==> src/hw/rtl/trrl_pkg.sv <==
// Package for the token ring range lookup block.
// Holds operation and status codes, the key order constant and the token
// type that walks the cell chain. No dependencies.
package trrl_pkg;

   typedef enum logic [1:0] {
      OP_INSERT = 2'd0,
      OP_LOOKUP = 2'd1,
      OP_CLEAR  = 2'd2
   } trrl_op_type;

   typedef enum logic [1:0] {
      ST_OK    = 2'd0,
      ST_EMPTY = 2'd1,
      ST_FULL  = 2'd2
   } trrl_status_type;

   // Flipping the sign bit maps two's complement order onto unsigned order.
   localparam logic [63:0] KEY_FLIP = 64'h8000_0000_0000_0000;

   typedef struct packed {
      logic        valid;
      logic [1:0]  operation;
      logic [63:0] key;
      logic [31:0] address;
      logic        matched;
      logic        have_below;
      logic [63:0] below_key;
      logic [31:0] below_address;
      logic        have_max;
      logic [63:0] max_key;
      logic [31:0] max_address;
   } trrl_token_type;

endpackage

==> src/hw/rtl/trrl_cell.sv <==
// One cell of the range table: a stored entry and a token stage.
// Depends on trrl_pkg for the token type and operation codes.
module trrl_cell #(
   parameter int CELL_INDEX  = 0,
   parameter int COUNT_WIDTH = 7
) (
   input  logic                    clock,
   input  logic                    reset,
   input  logic                    advance,
   input  logic [COUNT_WIDTH-1:0]  entry_count,
   input  trrl_pkg::trrl_token_type token_in,
   output trrl_pkg::trrl_token_type token_out
);
   import trrl_pkg::*;

   localparam logic [COUNT_WIDTH-1:0] MY_INDEX = COUNT_WIDTH'(CELL_INDEX);

   logic [63:0]    start_ff, start_in;
   logic [31:0]    address_ff, address_in;
   logic           write_en;
   logic           entry_valid;
   logic           is_tail;
   trrl_token_type token_out_ff, token_out_in;

   assign entry_valid = MY_INDEX < entry_count;
   assign is_tail     = MY_INDEX == entry_count;

   always_comb begin
      token_out_in = token_in;
      write_en     = 1'b0;
      start_in     = start_ff;
      address_in   = address_ff;
      if (token_in.valid) begin
         case (token_in.operation)
            OP_INSERT: begin
               if (entry_valid && !token_in.matched && start_ff == token_in.key) begin
                  write_en             = 1'b1;
                  address_in           = token_in.address;
                  token_out_in.matched = 1'b1;
               end else if (is_tail && !token_in.matched) begin
                  // Every valid cell lies upstream, so the key is new here.
                  write_en   = 1'b1;
                  start_in   = token_in.key;
                  address_in = token_in.address;
               end
            end
            OP_LOOKUP: begin
               if (entry_valid) begin
                  if (!token_in.have_max || start_ff > token_in.max_key) begin
                     token_out_in.have_max    = 1'b1;
                     token_out_in.max_key     = start_ff;
                     token_out_in.max_address = address_ff;
                  end
                  if (start_ff <= token_in.key &&
                      (!token_in.have_below || start_ff > token_in.below_key)) begin
                     token_out_in.have_below    = 1'b1;
                     token_out_in.below_key     = start_ff;
                     token_out_in.below_address = address_ff;
                  end
               end
            end
            default: begin
            end
         endcase
      end
   end

   always_ff @(posedge clock) begin
      if (advance && write_en) begin
         start_ff   <= start_in;
         address_ff <= address_in;
      end
      if (reset) begin
         token_out_ff.valid <= 1'b0;
      end else if (advance) begin
         token_out_ff <= token_out_in;
      end
   end

   assign token_out = token_out_ff;

endmodule

==> config.mk <==
export PLATFORM = sky130hd
export DESIGN_NAME = trrl_cell
export DESIGN_NICKNAME = d
export VERILOG_FILES = /design/src/hw/rtl/trrl_pkg.sv /design/src/hw/rtl/trrl_cell.sv
export SDC_FILE = /design/constraint.sdc
export NUM_CORES = 1
export LEC_CHECK = 0
export ABC_CLOCK_PERIOD_IN_PS = 20900
export BUFFER_PORTS_ARGS = -buffer_cell sky130_fd_sc_hd__clkbuf_2
export CAP_MARGIN = 40
export CORE_AREA = 2 2 235 237
export CTS_CLUSTER_DIAMETER = 200
export DETAILED_ROUTE_END_ITERATION = 8
export DIE_AREA = 0 0 237 239
export PLACE_DENSITY = 0.67
export SLEW_MARGIN = 20
export SYNTH_ARGS = -nofsm -noshare
export SYNTH_HDL_FRONTEND = slang
export SYNTH_SLANG_ARGS = --single-unit
==> constraint.sdc <==
create_clock -name clock -period 20.9 [get_ports clock]
set_input_delay 3.135 -clock clock [delete_from_list [all_inputs] [get_ports clock]]
set_output_delay 3.135 -clock clock [all_outputs]
set_load 0.05 [all_outputs]
==> results of run 1 <==
[metrics by stage]
step	std cells	instance area, um^2	hold slack (ns)	util, %	setup WS, ns
finish	2687	24500	0.500	45.1	13.63
global route	2686	24500	0.540	45.1	13.34
CTS	2683	24500	0.505	45.0	13.54
floorplan	1310	19200	0.547	-	3.82
global placement	2598	23000	0.478	42.3	12.80
detailed placement	2604	23100	0.489	42.5	12.92
[where the power goes]
part | leakage, nW | switching [W] | internal (W)
Clock | 0.663 | 0.000332 | 0.000417
Combinational | 6.86 | 0.000191 | 0.0000840
Sequential | 3.62 | 0.00000888 | 0.000897
Total | 11.1 | 0.000532 | 0.00140
[routing by layer]
metal | vias to the layer above | track usage [%] | share of wire, %
met1 | 6488 | 25.2 | 41
met2 | 453 | 34.9 | 49
met3 | 75 | 5.44 | 7.1
met4 | 0 | 6.02 | 2.5
li1 | 6196 | - | -
met5 | - | 0 | 0
[layout by cell type (no fill, tap or decap), types with 4 or more instances in the layout]
cell type | synthesis | final
mux2_2 | 145 | 145
edfxtp_1 | 389 | 389
and4_1 | 4 | 4
buf_4 | 4 | 8
a211oi_1 | 6 | 6
nor2b_1 | 5 | 4
nor3_1 | 6 | 6
buf_12 | 4 | 4
ha_1 | 192 | 192
nand2b_1 | 4 | 4
mux2_1 | 7 | 7
nor2_1 | 23 | 22
clkinv_2 | 0 | 7
clkbuf_16 | 0 | 44
nand2_1 | 44 | 44
clkbuf_2 | 0 | 597
clkinv_1 | 0 | 11
inv_1 | 200 | 200
o21ai_0 | 19 | 19
nand4_1 | 35 | 35
nand3_1 | 17 | 17
clkbuf_1 | 0 | 6
nor4_1 | 6 | 6
clkinvlp_4 | 0 | 4
a221oi_1 | 5 | 5
a21oi_1 | 65 | 64
a21o_1 | 32 | 32
mux2_4 | 40 | 40
[cells by family after synthesis]
logic type	after synthesis	synth area share [%]
DFF	390	61.0
buffers and inverters	221	4.86
muxes	193	12.1
adders and majority gates	192	12.5
and+or+nand+nor	161	4.49
AOI/OAI and AO/OA	153	5.05
[final timing paths]
| kind | slack (ns) | to | cells past startpoint |
|---|---|---|---|
| max | 13.63 | token_out[129] | 13 |
| min | 0.50 | token_out[293] | 2 |
| min reg2reg | 0.50 | token_out[293] | 2 |
| max reg2reg | 15.82 | token_out[129] | 11 |
[cell type report]
type,count,area (um^2),area share (%)
Clock buffer,50,1120,4.59
Timing Repair Buffer,612,3190,13.0
Sequential cell,390,11700,47.8
Multi-Input combinational cell,699,6600,26.9
Inverter,200,751,3.06
Antenna cell,3,7.51,0.0306
Clock inverter,29,254,1.04
Tap cell,704,881,3.60
[synthesized netlist by cell type (4+ instances only)]
library cell	n	area share, %
nor3_1	6	0.16
nand2b_1	4	0.13
buf_4	4	0.16
mux2_4	40	3.1
buf_2	12	0.31
edfxtp_1	389	61
a21o_1	32	1.3
nor2_1	23	0.45
a221oi_1	5	0.23
mux2_1	7	0.41
ha_1	192	13
nor4_1	6	0.20
nor2b_1	5	0.16
nand2_1	44	0.86
a21oi_1	65	1.7
inv_1	200	3.9
and4_1	4	0.18
a211oi_1	6	0.23
nand4_1	35	1.1
buf_12	4	0.42
mux2_2	145	8.5
o21ai_0	19	0.50
nand3_1	17	0.44
[flip-flops by register name, summed over array words and instances, names as in the netlist]
signal	flops
token_out	294
address_ff	32
start_ff	64
[critical path, cell delays in order]
cell and delay [ns]:
clkbuf_2 0.11, inv_1 0.05, ha_1 0.31, nand4_1 0.34
nor4_4 0.58, nand4_2 0.19, nor4_2 0.52, a2111oi_0 0.19
a21oi_1 0.20, or3_4 0.59, buf_4 0.60, buf_16 0.30
mux2_2 0.37
==> flow_metrics.py, run 1 <==
metrics = {
    "yosys": {
        "synth_fp_nets": 1806,
        "yosysWarnings": 0,
        "synthesis.instances": 1310,
        "synth-seq-area-share_pct": 61.0,
        "synth-async-reset-ratio_pct": 0,
        "yosysUniqueCellTypes": 53,
        "predominant_post_synthesis_flop_cell": "edfxtp_1",
        "postSynthAreaPerCell_um2": 14.6,
        "synth.cell_area_um2": 19200,
        "yosys_register_bits": 390,
        "synth-edff-count": 389,
    },
    "clocking": {
        "cts.sink_count": 390,
        "cts_buffers": 44,
        "cts_h_tree_lvls": 2,
        "cts_repair_resize_count": 0,
        "hold_buffers": 0,
        "clk-insertion-delay-late_ns": 0.60,
        "cts.repair_timing.setup_buffer_count": 0,
        "root_buffer": "clkbuf_16",
        "clock_path_buffers": 3,
        "cts_tree": "yes",
        "clk_transition_reported_paths_ns": 0.06,
    },
    "route": {
        "detailedRoute.firstIterationViolations": 671,
        "dr.pass1.iters": 5,
        "remaining_design_rule_violation_count": 0,
        "totalWireLength_um": 59900,
        "route.vias.total": 13212,
        "vias_per_std_cell": 4.92,
        "wire_per_inst_um": 22.3,
        "postRouteAntennaNets": 0,
    },
    "sta": {
        "final_hold_viol_count": 0,
        "final_min_period_over_clock_period_pct": 34.8,
        "tightestPinTransition_ns": 0.811,
        "fin_tns_setup_ns": 0,
        "final-setup-viol-count": 0,
        "final_critical_path_required_period_ns": 7.27,
        "maxClockFrequency_mhz": 138,
        "worst_slew_margin_rel_pct": 46.0,
        "rsz0062_at_grt": "no",
        "final_max_slew_viol_count": 0,
        "fin_skew_ns": 0.0312,
    },
    "grt": {
        "grt.total_usage_pct": 20.4,
        "globalRouteOverflowTotal": 0,
        "grt_pass1_wl_um": 85500,
        "first_global_vias": 13843,
        "grt_antenna_before_repair": 5,
        "grt_start_max_net_pins": 71,
    },
    "die": {
        "rows": 86,
        "dieArea_um2": 56600,
        "die_w_um": 237,
        "core-area_um2": 54300,
        "design.portCount": 598,
        "start_util_pct": 35.3,
        "die_h_um": 239,
    },
    "critical_path": {
        "r2r-start": "start_ff[59]",
        "critical_path_class": "in -> reg",
        "timing.critical_path.to_type": "flip-flop",
        "start_kind": "primary input",
        "critical_path_required_ns": 21.23,
        "timing.critical_path.from": "token_in[286]",
        "worstPathArrival_ns": 7.60,
        "crit_path_max_fo": 35,
    },
    "placed_design": {
        "place.port_buffers": 597,
        "place_hpwl_um": 46900,
        "globalplace.congestion": 0.838,
    },
    "power": {
        "power_density_over_cell_area_nw_per_um2": 78.8,
        "p_leak_nw": 11.1,
        "ir_worst_vdd_mv": 0.0633,
        "power_w": 0.00193,
    },
    "finish": {
        "layout.filler_cells": 4881,
        "share_of_layout_cells_above_drive_strength_1_pct": 43.9,
        "synth_to_layout_area_growth_pct": 27.7,
        "layout.nets": 2443,
    },
    "min_path": {
        "timing.hold.worst.start": "token_out[293]",
        "hold_path_class": "reg -> reg",
    },
    "outcome": {
        "result_of_the_run": "finished clean",
    },
    "run": {
        "cap_viol_max_count": 0,
    },
}
Note: power is estimated with default switching activity, not from simulation.
==> run 2: changes to the inputs <==
--- a/config.mk
+++ b/config.mk
@@ -5,14 +5,14 @@
 export SDC_FILE = /design/constraint.sdc
 export NUM_CORES = 1
 export LEC_CHECK = 0
-export ABC_CLOCK_PERIOD_IN_PS = 20900
+export ABC_CLOCK_PERIOD_IN_PS = 6500
 export BUFFER_PORTS_ARGS = -buffer_cell sky130_fd_sc_hd__clkbuf_2
 export CAP_MARGIN = 40
 export CORE_AREA = 2 2 235 237
 export CTS_CLUSTER_DIAMETER = 200
 export DETAILED_ROUTE_END_ITERATION = 8
 export DIE_AREA = 0 0 237 239
-export PLACE_DENSITY = 0.67
+export PLACE_DENSITY = 0.69
 export SLEW_MARGIN = 20
 export SYNTH_ARGS = -nofsm -noshare
 export SYNTH_HDL_FRONTEND = slang
==> constraint.sdc (replaced) <==
create_clock -name clock -period 6.5 [get_ports clock]
set_input_delay 0.975 -clock clock [delete_from_list [all_inputs] [get_ports clock]]
set_output_delay 0.975 -clock clock [all_outputs]
set_load 0.05 [all_outputs]
==> flow_metrics.py, run 2 (synthesis gave the netlist of run 1 again) <==
metrics = {
    "outcome": {
        "result_of_the_run": "finished clean",
    },
    "critical_path": {
        "crit_path_max_fo": 35,
        "timing.critical_path.to_type": "flip-flop",
        "cpLargestDelayFamily": "simple AND/OR/NAND/NOR gates",
        "critical_path_cell_count": 13,
        "critical_path_required_ns": 6.82,
        "setup.reg_to_reg.worst_slack_ns": 1.80,
        "timing.critical_path.from": "token_in[286]",
        "crit_path_cell_trace": "clkbuf_2, inv_1, ha_1, nand4_1, nor4_4, nand4_2, nor4_2, and3_1, a21oi_1, or3_4, buf_4, buf_16, mux2_2",
        "slowest_stage": "nor4_2",
        "rr_worst_depth": 11,
        "reg_to_reg_critical_path_endpoint": "token_out[113]",
        "critical_path_class": "in -> reg",
        "cpPeakStageDelay_ns": 0.60,
        "r2r-start": "start_ff[59]",
        "worstPathBufferInverterCount": 4,
        "worstPathArrival_ns": 5.03,
        "start_kind": "primary input",
    },
    "power": {
        "p_leak_nw": 11.2,
        "power_density_over_cell_area_nw_per_um2": 256,
        "ir_worst_vdd_mv": 0.207,
    },
    "finish": {
        "layout.cells.non_filler": 2681,
        "synth_to_layout_area_growth_pct": 27.9,
        "layout.cells.most_common_list": "597 x clkbuf_2, 389 x edfxtp_1, 200 x inv_1, 192 x ha_1, 145 x mux2_2",
        "layout.nets": 2442,
        "layout.filler_cells": 4879,
        "share_of_layout_cells_above_drive_strength_1_pct": 44.0,
        "largest_register_ffs": 294,
        "most_frequent_standard_cell_in_the_layout_excluding_fill_and_tap_cells": "clkbuf_2",
    },
    "run": {
        "cap_viol_max_count": 0,
    },
    "clocking": {
        "cts_buffers": 43,
        "cts_tree": "yes",
        "cts.repair_timing.setup_buffer_count": 0,
        "cts.sink_count": 390,
        "cts_repair_resize_count": 0,
        "hold_buffers": 0,
        "cts_h_tree_lvls": 2,
        "clock_path_buffers": 3,
        "clk-insertion-delay-late_ns": 0.57,
        "clk_transition_reported_paths_ns": 0.06,
        "root_buffer": "clkbuf_16",
    },
    "grt": {
        "grt_antenna_before_repair": 10,
        "grt.total_usage_pct": 20.4,
        "grt_pass1_wl_um": 86000,
        "grt_start_max_net_pins": 74,
        "globalRouteOverflowTotal": 0,
        "first_global_vias": 13833,
    },
    "sta": {
        "final_min_period_over_clock_period_pct": 72.5,
        "final_hold_viol_count": 0,
        "worst_slew_margin_rel_pct": 47.1,
        "fin_tns_setup_ns": 0,
        "fin_skew_ns": 0.0225,
        "timing.hold.ws_ns": 0.514,
        "maxClockFrequency_mhz": 212,
        "rsz0062_at_grt": "no",
        "final_critical_path_required_period_ns": 4.71,
        "final_max_slew_viol_count": 0,
        "final-setup-viol-count": 0,
        "tightestPinTransition_ns": 0.793,
    },
    "min_path": {
        "hold_path_class": "reg -> reg",
        "timing.hold.worst.start": "token_out[293]",
        "min_to": "token_out[293]",
        "timing.hold.worst_path_depth": 2,
    },
    "die": {
        "dieArea_um2": 56600,
        "start_util_pct": 35.3,
        "rows": 86,
        "die_h_um": 239,
        "die_w_um": 237,
        "core-area_um2": 54300,
        "design.portCount": 598,
    },
    "route": {
        "postRouteAntennaNets": 0,
        "wire_per_inst_um": 22.3,
        "remaining_design_rule_violation_count": 0,
        "totalWireLength_um": 59900,
        "vias_per_std_cell": 4.95,
        "dr.pass1.iters": 5,
        "detailedRoute.firstIterationViolations": 642,
        "route.vias.total": 13258,
    },
    "placed_design": {
        "place.port_buffers": 597,
        "place_hpwl_um": 46800,
        "globalplace.congestion": 0.844,
        "placedCellCount": 2604,
    },
}
==> run 2: how the worst max path moves through the flow <==
stage                                 to  slack (ns)
final                     token_out[113]        1.79
after CTS                 token_out[165]        1.63
after global routing      token_out[165]        1.55
after global placement    token_out[167]        0.97
after detailed placement  token_out[165]        1.04
after floorplan             token_out[0]        0.71
==> run 2: area by class of cell <==
class,count,area (um^2),area share [%]
Antenna cell,1,2.50,0.0102
Clock buffer,50,1120,4.58
Timing Repair Buffer,612,3220,13.1
Tap cell,704,881,3.59
Inverter,200,751,3.06
Multi-Input combinational cell,699,6600,26.9
Sequential cell,390,11700,47.7
Clock inverter,25,274,1.12
==> run 2: metrics by stage <==
step	worst slack [ns]	area, um^2	total power [W]	util (%)
CTS	1.63	24500	0.00634	45.1
detailed placement	1.04	23100	0.00385	42.6
global placement	0.970	23000	0.00383	42.4
global route	1.55	24500	0.00648	45.2
floorplan	0.711	19200	0.00355	-
finish	1.79	24600	0.00628	45.2
==> run 2: worst register-to-register path: stages, from the launching register on <==
cell and delay, ns:
edfxtp_1 0.49, ha_1 0.37, nand4_1 0.33, nor4_4 0.56, nand4_2 0.20, nor4_2 0.60, and3_1 0.42, a21oi_1 0.16
or3_4 0.44, buf_4 0.26, buf_16 0.22, mux2_2 0.40
==> run 2: report_power, final <==
group | switching [W] | internal [W] | total, W
Combinational | 0.000609 | 0.000270 | 0.000879
Clock | 0.00105 | 0.00144 | 0.00249
Sequential | 0.0000290 | 0.00289 | 0.00291
==> run 2: layer usage <==
layer	track usage, %	share of wire [%]	wire length (um)	vias up
met4	5.01	2.0	1220	16
met1	25.0	41	24500	6524
met5	0	0.19	115	-
li1	-	-	-	6182
met3	5.72	6.8	4070	87
met2	35.7	50	30000	449
==> run 3: changes to the inputs <==
--- a/config.mk
+++ b/config.mk
@@ -5,7 +5,7 @@
 export SDC_FILE = /design/constraint.sdc
 export NUM_CORES = 1
 export LEC_CHECK = 0
-export ABC_CLOCK_PERIOD_IN_PS = 6500
+export ABC_CLOCK_PERIOD_IN_PS = 3930
 export BUFFER_PORTS_ARGS = -buffer_cell sky130_fd_sc_hd__clkbuf_2
 export CAP_MARGIN = 40
 export CORE_AREA = 2 2 235 237
==> constraint.sdc (replaced) <==
create_clock -name clock -period 3.93 [get_ports clock]
set_input_delay 0.5895 -clock clock [delete_from_list [all_inputs] [get_ports clock]]
set_output_delay 0.5895 -clock clock [all_outputs]
set_load 0.05 [all_outputs]
==> flow_metrics.py, run 3 (synthesis gave the netlist of run 1 again) <==
metrics = {
    "run": {
        "cap_viol_max_count": 0,
    },
    "clocking": {
        "cts.repair_timing.setup_buffer_count": 0,
        "clock_path_buffers": 3,
        "cts_buffers": 45,
        "hold_buffers": 0,
        "clk_transition_reported_paths_ns": 0.06,
        "cts_tree": "yes",
        "clk-insertion-delay-late_ns": 0.59,
        "root_buffer": "clkbuf_16",
        "cts_h_tree_lvls": 2,
        "cts.sink_count": 390,
    },
    "grt": {
        "first_global_vias": 13841,
        "grt_start_max_net_pins": 90,
        "grt_antenna_before_repair": 7,
        "grt_pass1_wl_um": 85300,
        "globalRouteOverflowTotal": 0,
        "grt.total_usage_pct": 20.3,
    },
    "sta": {
        "worst_slew_margin_rel_pct": 55.5,
        "fin_tns_setup_ns": 0,
        "final_max_slew_viol_count": 0,
        "maxClockFrequency_mhz": 271,
        "tightestPinTransition_ns": 0.667,
        "fin_skew_ns": 0.0179,
        "finalWorstSetupSlack_ns": 0.242,
        "final-setup-viol-count": 0,
        "final_min_period_over_clock_period_pct": 93.9,
        "timing.hold.ws_ns": 0.191,
        "final_critical_path_required_period_ns": 3.69,
        "final_hold_viol_count": 0,
        "rsz0062_at_grt": "no",
    },
    "die": {
        "die_w_um": 237,
        "start_util_pct": 35.3,
        "core-area_um2": 54300,
        "die_h_um": 239,
        "design.portCount": 598,
        "rows": 86,
        "dieArea_um2": 56600,
    },
    "finish": {
        "layout.cells.non_filler": 2702,
        "layout.nets": 2457,
        "share_of_layout_cells_above_drive_strength_1_pct": 44.5,
        "most_frequent_standard_cell_in_the_layout_excluding_fill_and_tap_cells": "clkbuf_2",
        "layout.cells.most_common_list": "597 x clkbuf_2, 389 x edfxtp_1, 200 x inv_1, 192 x ha_1, 145 x mux2_2",
        "largest_register_ffs": 294,
        "synth_to_layout_area_growth_pct": 29.0,
    },
    "power": {
        "power_w": 0.0106,
        "p_leak_nw": 11.3,
        "power_density_over_cell_area_nw_per_um2": 427,
        "ir_worst_vdd_mv": 0.343,
    },
    "critical_path": {
        "cpLargestDelayFamily": "compound AO/OA/AOI/OAI gates",
        "critical_path_class": "reg -> reg",
        "slowest_stage": "edfxtp_1",
        "start_kind": "flip-flop",
        "crit_path_cell_trace": "ha_1, a21oi_1, o21ai_0, a221oi_2, o32ai_1, a2111oi_0, a21oi_1, or3_4, buf_12, mux2_4",
        "crit_path_max_fo": 48,
        "timing.critical_path.to_type": "flip-flop",
        "worstPathBufferInverterCount": 1,
        "cpPeakStageDelay_ns": 0.50,
        "worstPathArrival_ns": 4.01,
        "critical_path_required_ns": 4.25,
        "crit_top_cell": "a21oi_1",
    },
    "route": {
        "remaining_design_rule_violation_count": 0,
        "vias_per_std_cell": 4.91,
        "wire_per_inst_um": 21.9,
        "dr.pass1.iters": 5,
        "totalWireLength_um": 59300,
        "postRouteAntennaNets": 0,
        "route.vias.total": 13259,
        "detailedRoute.firstIterationViolations": 693,
    },
    "placed_design": {
        "place.port_buffers": 597,
        "place_ws_ns": -0.116,
        "placedCellCount": 2618,
        "place_hpwl_um": 46000,
        "globalplace.congestion": 0.850,
    },
    "min_path": {
        "hold_path_class": "in -> reg",
    },
    "outcome": {
        "result_of_the_run": "finished clean",
    },
}
==> run 3: layer usage <==
layer,GRT usage (%),routed length [um],up-vias
met2,34.3,28800,468
met1,25.5,24600,6461
met4,6.00,1670,6
li1,-,-,6223
met3,5.42,4130,101
met5,0,44,-
==> run 3: area by class of cell <==
cell class	count	area [um^2]
flip-flops and latches	390	11700
clock inverters	31	345
well taps	704	881
multi-input cells	699	6610
clock buffers	52	1150
repair buffers	625	3310
diodes	1	2.50
inverters	200	751
fillers	4891	29600
==> run 3: what timing repair did <==
item                                   4_1_cts  5_1_grt
endpoints found under the hold margin        0        0
setup endpoints to repair                    0       96
resized for setup                            0        2
==> run 3: path summary, 6_finish.rpt <==
kind                                     start             end  slack [ns]  depth (start not counted)
worst max register to register    start_ff[41]  token_out[153]        0.24                         10
worst min-delay path             token_in[206]  address_ff[11]        0.19                          1
worst max-delay path              start_ff[41]  token_out[153]        0.24                         10
worst min register to register  token_out[293]  token_out[293]        0.52                          2
==> run 3: where the power goes <==
group	internal (W)	switching (W)
registers	0.00477	0.0000492
logic	0.000451	0.00101
clock network	0.00247	0.00182
==> run 3: through the flow <==
| step | utilization, % | instance area [um^2] |
|---|---|---|
| 3_5_place_dp | 42.8 | 23200 |
| 2_1_floorplan | - | 19200 |
| 3_3_place_gp | 42.7 | 23200 |
| 5_1_grt | 45.5 | 24800 |
| 6_report | 45.5 | 24800 |
| 4_1_cts | 45.5 | 24700 |
